<file path="src/rtl/rbfi_pkg.sv">
`timescale 1ns / 1ps
package rbfi_pkg;

   localparam int DATA_W = 32;
   localparam int FRAC_W = 16;
   localparam int TS_W   = 16;
   localparam int CFG_W  = DATA_W - 1;
   localparam int ADDR_W = 4;
   localparam int STEP_W = 6;

   localparam int DIV_MASS_STEPS = DATA_W + FRAC_W;
   localparam int DIV_KEEP_STEPS = DATA_W;

   localparam logic [CFG_W-1:0] MASS_RST     = CFG_W'(1)   << FRAC_W;
   localparam logic [CFG_W-1:0] FRICTION_RST = CFG_W'(50)  << FRAC_W;
   localparam logic [CFG_W-1:0] MAX_X_RST    = CFG_W'(200) << FRAC_W;
   localparam logic [CFG_W-1:0] MAX_Y_RST    = CFG_W'(600) << FRAC_W;

   typedef enum logic [1:0] {
      REG_MASS     = 2'd0,
      REG_FRICTION = 2'd1,
      REG_MAX_X    = 2'd2,
      REG_MAX_Y    = 2'd3
   } reg_type;

   typedef enum logic [4:0] {
      S_IDLE,
      S_DIV_GO,
      S_DIV_WAIT,
      S_ACC_MUL,
      S_VEL_UPD,
      S_FRIC,
      S_SQ_X,
      S_SQ_Y,
      S_SQ_SUM,
      S_SQRT,
      S_FR_CMP,
      S_KEEP_MUL,
      S_KEEP_GO,
      S_KEEP_WAIT,
      S_CLAMP,
      S_POS_MUL,
      S_POS_UPD,
      S_OUT
   } st_type;

   typedef struct packed {
      logic                  start;
      logic [DATA_W-1:0]     rem_init;
      logic [2*DATA_W-1:0]   num;
      logic [DATA_W-1:0]     den;
      logic [STEP_W-1:0]     steps;
   } div_req_type;

   typedef struct packed {
      logic                  busy;
      logic [2*DATA_W-1:0]   quo;
   } div_rsp_type;

   function automatic logic [DATA_W-1:0] mag(input logic signed [DATA_W-1:0] v);
      logic [DATA_W-1:0] r;
      r = v[DATA_W-1] ? (~DATA_W'(v) + DATA_W'(1)) : DATA_W'(v);
      return r;
   endfunction

   // a + (neg ? -m : m), saturated to the signed range
   function automatic logic signed [DATA_W-1:0] add_sat(
      input logic signed [DATA_W+2:0] a,
      input logic                     neg,
      input logic [DATA_W:0]          m);
      logic signed [DATA_W+2:0] d;
      logic signed [DATA_W+2:0] s;
      logic signed [DATA_W-1:0] r;
      d = neg ? -$signed({2'b00, m}) : $signed({2'b00, m});
      s = a + d;
      if (s > $signed((DATA_W+3)'({1'b0, {(DATA_W-1){1'b1}}})))
         r = {1'b0, {(DATA_W-1){1'b1}}};
      else if (s < -$signed((DATA_W+3)'({1'b1, {(DATA_W-1){1'b0}}})))
         r = {1'b1, {(DATA_W-1){1'b0}}};
      else
         r = s[DATA_W-1:0];
      return r;
   endfunction

endpackage

</file>
<file path="src/rtl/rbfi_div.sv">
`timescale 1ns / 1ps
// Restoring divider, one quotient bit per cycle. Dividend bits enter MSB first
// from num; remainder starts at rem_init (must be below den).
module rbfi_div (
   input  logic                  clock,
   input  logic                  reset,
   input  rbfi_pkg::div_req_type req,
   output rbfi_pkg::div_rsp_type rsp
);
   localparam int W = rbfi_pkg::DATA_W;

   logic [W-1:0]                 rem_ff, rem_in;
   logic [2*W-1:0]               num_ff, num_in;
   logic [2*W-1:0]               quo_ff, quo_in;
   logic [W-1:0]                 den_ff, den_in;
   logic [rbfi_pkg::STEP_W-1:0]  cnt_ff, cnt_in;
   logic                         busy_ff, busy_in;
   logic [W:0]                   shifted;
   logic [W:0]                   diff;
   logic                         ge;

   always_comb begin
      shifted = {rem_ff, num_ff[2*W-1]};
      ge      = shifted >= {1'b0, den_ff};
      diff    = shifted - {1'b0, den_ff};
      rem_in  = rem_ff;
      num_in  = num_ff;
      quo_in  = quo_ff;
      den_in  = den_ff;
      cnt_in  = cnt_ff;
      busy_in = busy_ff;
      if (req.start) begin
         rem_in  = req.rem_init;
         num_in  = req.num;
         quo_in  = '0;
         den_in  = req.den;
         cnt_in  = req.steps;
         busy_in = 1'b1;
      end else if (busy_ff) begin
         rem_in  = ge ? diff[W-1:0] : shifted[W-1:0];
         num_in  = {num_ff[2*W-2:0], 1'b0};
         quo_in  = {quo_ff[2*W-2:0], ge};
         cnt_in  = cnt_ff - rbfi_pkg::STEP_W'(1);
         busy_in = cnt_ff != rbfi_pkg::STEP_W'(1);
      end
   end

   always_ff @(posedge clock) begin
      rem_ff <= rem_in;
      num_ff <= num_in;
      quo_ff <= quo_in;
      den_ff <= den_in;
      cnt_ff <= cnt_in;
      if (reset) begin
         busy_ff <= 1'b0;
      end else begin
         busy_ff <= busy_in;
      end
   end

   assign rsp.busy = busy_ff;
   assign rsp.quo  = quo_ff;
endmodule

</file>
<file path="config.mk">
export PLATFORM = sky130hd
export DESIGN_NAME = rbfi_div
export DESIGN_NICKNAME = d
export VERILOG_FILES = /design/src/rtl/rbfi_pkg.sv /design/src/rtl/rbfi_div.sv
export SDC_FILE = /design/constraint.sdc
export NUM_CORES = 1
export LEC_CHECK = 0
export ABC_AREA = 1
export BUFFER_PORTS_ARGS = -buffer_cell sky130_fd_sc_hd__buf_2
export CAP_MARGIN = 20
export CORE_AREA = 3 3 221 115
export CTS_CLUSTER_SIZE = 28
export DETAILED_ROUTE_END_ITERATION = 7
export DIE_AREA = 0 0 224 118
export GPL_TIMING_DRIVEN = 1
export MAX_ROUTING_LAYER = met4
export PLACE_DENSITY_LB_ADDON = 0.3
export SLEW_MARGIN = 25
export SYNTH_ARGS = -nofsm -noshare
export SYNTH_HDL_FRONTEND = slang
export SYNTH_SLANG_ARGS = --single-unit
</file>
<file path="constraint.sdc">
create_clock -name clock -period 4.77 [get_ports clock]
set_input_delay 0 -clock clock [delete_from_list [all_inputs] [get_ports clock]]
set_output_delay 0 -clock clock [all_outputs]
set_load 0.05 [all_outputs]
</file>
# Word level (Yosys, flattened, before mapping)
# Index checks and enable logic that the tools add are counted.
# Widths: inputs -> output; s select.
[op_classes]
addsub = 2
magnitude_cmp = 1
n_eq_ne = 1
n_mux = 9
reduce_logical = 1
[op_table]
columns = ["op", "count"]
rows = [
  ["$mux 64", 2],
  ["$mux 32", 3],
  ["$ge 33x32->1", 1],
  ["$sub 32x32->32", 1],
  ["$mux 6", 2],
  ["$ne 6x1->1 const B", 1],
  ["$sub 6x1->6 const B", 1],
  ["$mux 1", 2],
  ["$reduce_bool 2->1", 1],
]
[word_totals]
regBits = 199
in_bits = 137
out_inout_bits = 65
elab_cells = 20

# Depth between registers and ports, before layout
[depth]
depth_word = 4
ltp_mapped = 17
mapped_depth_nobuf = 16

# Worst setup path after synthesis
# No wires, ideal clock.
[synth_timing]
path_kind = "register -> register"
startpoint = "register busy_ff"
endpoint = "register cnt_ff[0] in the netlist's numbering (enable)"
setup_time_ps = 507
arrival_ps = 3452
required_ps = 4263
slack_ps = 811
stages_incl_launch_ff = 3
path_buffers = 1
period_less_slack_ps = 3959
path_cell_list = "dfxtp_1 > or2_2 > clkbuf_1"
[synth_via]
elab_chain_cells = 1
[synth_rtl]
columns = ["item", "line_no", "rtl"]
rows = [
  ["start, declared", "rbfi_div.sv:17", "logic busy_ff, busy_in;"],
  ["start signal, assigned", "rbfi_div.sv:57", "busy_ff <= busy_in;"],
  ["$reduce_bool 2->1 (no source line)", "n/a", ""],
  ["end signal, assigned", "rbfi_div.sv:53", "cnt_ff <= cnt_in;"],
  ["end, declared", "rbfi_div.sv:16", "logic [rbfi_pkg::STEP_W-1:0] cnt_ff, cnt_in;"],
]
# Every way passes these cells.
# A chain may end at the register's enable or synchronous reset.

# Final worst setup path
[layout_timing]
startpoint = "register rem_ff[18]"
endpoint = "register rem_ff[15] (data pin)"
[layout_via]
elab_chain_cells = 4
[layout_rtl]
columns = ["item", "line_no", "rtl"]
rows = [
  ["start, declared", "rbfi_div.sv:12", "logic [W-1:0] rem_ff, rem_in;"],
  ["start signal, assigned", "rbfi_div.sv:49", "rem_ff <= rem_in;"],
  ["$ge 33x32->1", "rbfi_div.sv:24", "ge = shifted >= {1'b0, den_ff};"],
  ["$mux 32", "rbfi_div.sv:40", "rem_in = ge ? diff[W-1:0] : shifted[W-1:0];"],
  ["$mux 32", "rbfi_div.sv:39", "end else if (busy_ff) begin"],
  ["$mux 32", "rbfi_div.sv:32", "if (req.start) begin"],
  ["named net rem_in[15]", "rbfi_div.sv:12", ""],
]
# The timed path passes the listed nets, and every way through them passes these cells. The select of a mux whose other input is x is not followed.

==> flow_summary.json <==
{
  "fin_util": 0.581,
  "yosys.area_share.simple": 0.283,
  "gp_congestion": 1.02,
  "rows": 40,
  "synth_top_family_by_area": "simple AND/OR/NAND/NOR gates",
  "start_kind": "flop",
  "power_density_nw_per_um2": 376,
  "async_flop_share": 0,
  "dp_hpwl_mm": 21.7,
  "post_drt_wl_per_cell_um": 16.0,
  "status": "complete, no violations",
  "syn_avg_cell_area_um2": 7.92,
  "clk_latency_ps": 440,
  "worst_clock_skew_ps": 10.6,
  "finalSetupTns_ps": 0,
  "mostFrequentLayoutCells": "nand2_1 (531), inv_1 (228), buf_2 (200), dlygate4sd3_1 (135), edfxtp_1 (134)",
  "synthXorXnorAreaFrac": 0.0132,
  "setup_viol": 0,
  "die_y_um": 118,
  "detail_route.iter0.violations": 917,
  "core_um2": 23700,
  "rsz0062_at_grt": "false",
  "synth_mux_area_frac": 0,
  "drc": 0,
  "synth-edff-count": 134,
  "syn_inst": 1337,
  "cts_tree": "yes",
  "antenna_found_initial": 1,
  "tightestPinTransition_ps": 1070,
  "crit_fanout": 33,
  "grt_start_max_net_pins": 91,
  "synth_compound_area_frac": 0.0533,
  "mostFrequentLayoutCell": "nand2_1",
  "num_io_pins": 202,
  "ant_nets": 0,
  "grt_pass1_wl_mm": 49.9,
  "hold_viol_final": 0,
  "crit_type": "reg2reg",
  "slew_viol_final": 0,
  "ir_worst_vdd_uv": 271,
  "die_w_um": 224,
  "fin_nets": 1823,
  "vias_per_cell": 4.86,
  "finalWirelength_mm": 31.6,
  "synth_area_um2": 10600,
  "synth.area.top_cells": "edfxtp_1 (38%), nand2_1 (19%), dfxtp_1 (12%), inv_1 (8.1%), ha_1 (4.0%)",
  "dieArea_um2": 26400,
  "ys.flop_type": "edfxtp_1",
  "period_needed_ps": 3080,
  "grt_overflow": 0,
  "r2r_slack_ps": 1690,
  "drt_pass1_iterations": 5,
  "end_kind": "flop",
  "syn_nets": 1509,
  "h-tree-depth": 4,
  "pre_cts_slack_ps": 1820,
  "synth-adder-area-share": 0.0421,
  "layout-drive-gt1-share": 0.161,
  "fmax_ghz": 0.324,
  "worstPathArrival_ps": 3400,
  "cts_resized": 0,
  "max_cap_violations": 0,
  "initial_core_util": 0.447,
  "instances_no_fill": 1980,
  "clockRootBuffer": "clkbuf_16",
  "clockBufferDepth": 2,
  "period_share": 0.646,
  "port_buffers": 201,
  "required_ps": 5080,
  "synth_largest_area_cell": "edfxtp_1",
  "via_count": 9626,
  "dp_cells": 1812,
  "synth_top_area_frac": 0.380,
  "p_total_mw": 5.18,
  "setup_slack_ps": 1690,
  "ys_warn_count": 0,
  "maxSlewHeadroom": 0.283,
  "hp-class": "in2reg",
  "ys_seq_area_frac": 0.503,
  "yosys_register_bits": 199,
  "grt_pass1_vias": 9188,
  "synth_cell_types": 37,
  "track_usage": 0.248,
  "clkSinkCount": 199,
  "p_leak_nw": 6.79,
  "area_delta_synth_final_pct": 29.9,
  "path_clk_slew_ps": 80,
  "cts_inserted_buffers": 17
}
## worst max-delay path: stages, from the launching register on
cell and delay [ps]:
edfxtp_1 400, ha_1 390, nand2_1 210, inv_2 40
nand2_1 60, nand2_1 100, a21oi_2 170, nor2_2 60
nor2_4 820, nand2_8 320, nand2_1 180, nand3_1 80
nand2_1 100
## metrics by stage
step | cell area [um2] | hold WS [ps]
final | 13800 | 40.7
after floorplan | 10600 | 98.9
after global placement | 11800 | 176
after global routing | 13800 | 36.8
after detailed placement | 11800 | 178
after CTS | 13800 | 24.5
## cell type report
type / count / area, um2
Clock inverter: 15 / 168
Multi-Input combinational cell: 859 / 4160
Fill cell: 2170 / 9920
Sequential cell: 199 / 5330
Timing Repair Buffer: 340 / 2400
Clock buffer: 17 / 425
Antenna cell: 1 / 2.50
Tap cell: 315 / 394
Inverter: 234 / 880
## cells by family (layout without fill, tap and decap cells)
kind of cell,Yosys count,in the layout
fa+ha+maj,35,35
xor+xnor,16,16
buf+inv,279,606
compound gates,94,94
simple gates,714,714
other cells,0,1
flops,199,199
## routing by layer
layer,global-route usage,up-vias,share of wire
met5,-,-,0
li1,-,4850,-
met4,0.0499,0,0.010
met1,0.381,4406,0.51
met2,0.325,346,0.39
met3,0.0628,24,0.087
## registers in the layout, indices dropped and copies added (netlist names)
name     flops
busy_ff      1
den_ff      32
rem_ff      32
quo_ff      64
cnt_ff       6
num_ff      64
## path summary, 6_finish.rpt
kind / startpoint / to / depth (start not counted)
hold reg to reg: quo_ff[19] / quo_ff[19] / 2
setup / recovery: rem_ff[18] / rem_ff[15] / 12
setup reg to reg: rem_ff[18] / rem_ff[15] / 12
hold / removal: req[134] / den_ff[30] / 1
## synthesized netlist by cell type, drive strengths merged, types with 15 or more instances
master  instances
dfxtp          65
clkbuf         24
nor2           56
a21oi          21
xnor2          15
inv           232
edfxtp        134
nand2         540
ha             34
o22ai          63
nand3          73
buf            21
nand3b         26
## report_power, final
| group | total, mW | switching, mW | internal [mW] |
|---|---|---|---|
| sequential | 2.10 | 0.0663 | 2.03 |
| combinational | 1.61 | 1.03 | 0.581 |
| clock | 1.46 | 0.718 | 0.744 |
## what timing repair did
action | in CTS | in global routing
setup buffers | 0 | 0
hold endpoints to repair | 135 | 0
hold buffers | 135 | 0
Note: power is estimated with default switching activity, not from simulation.
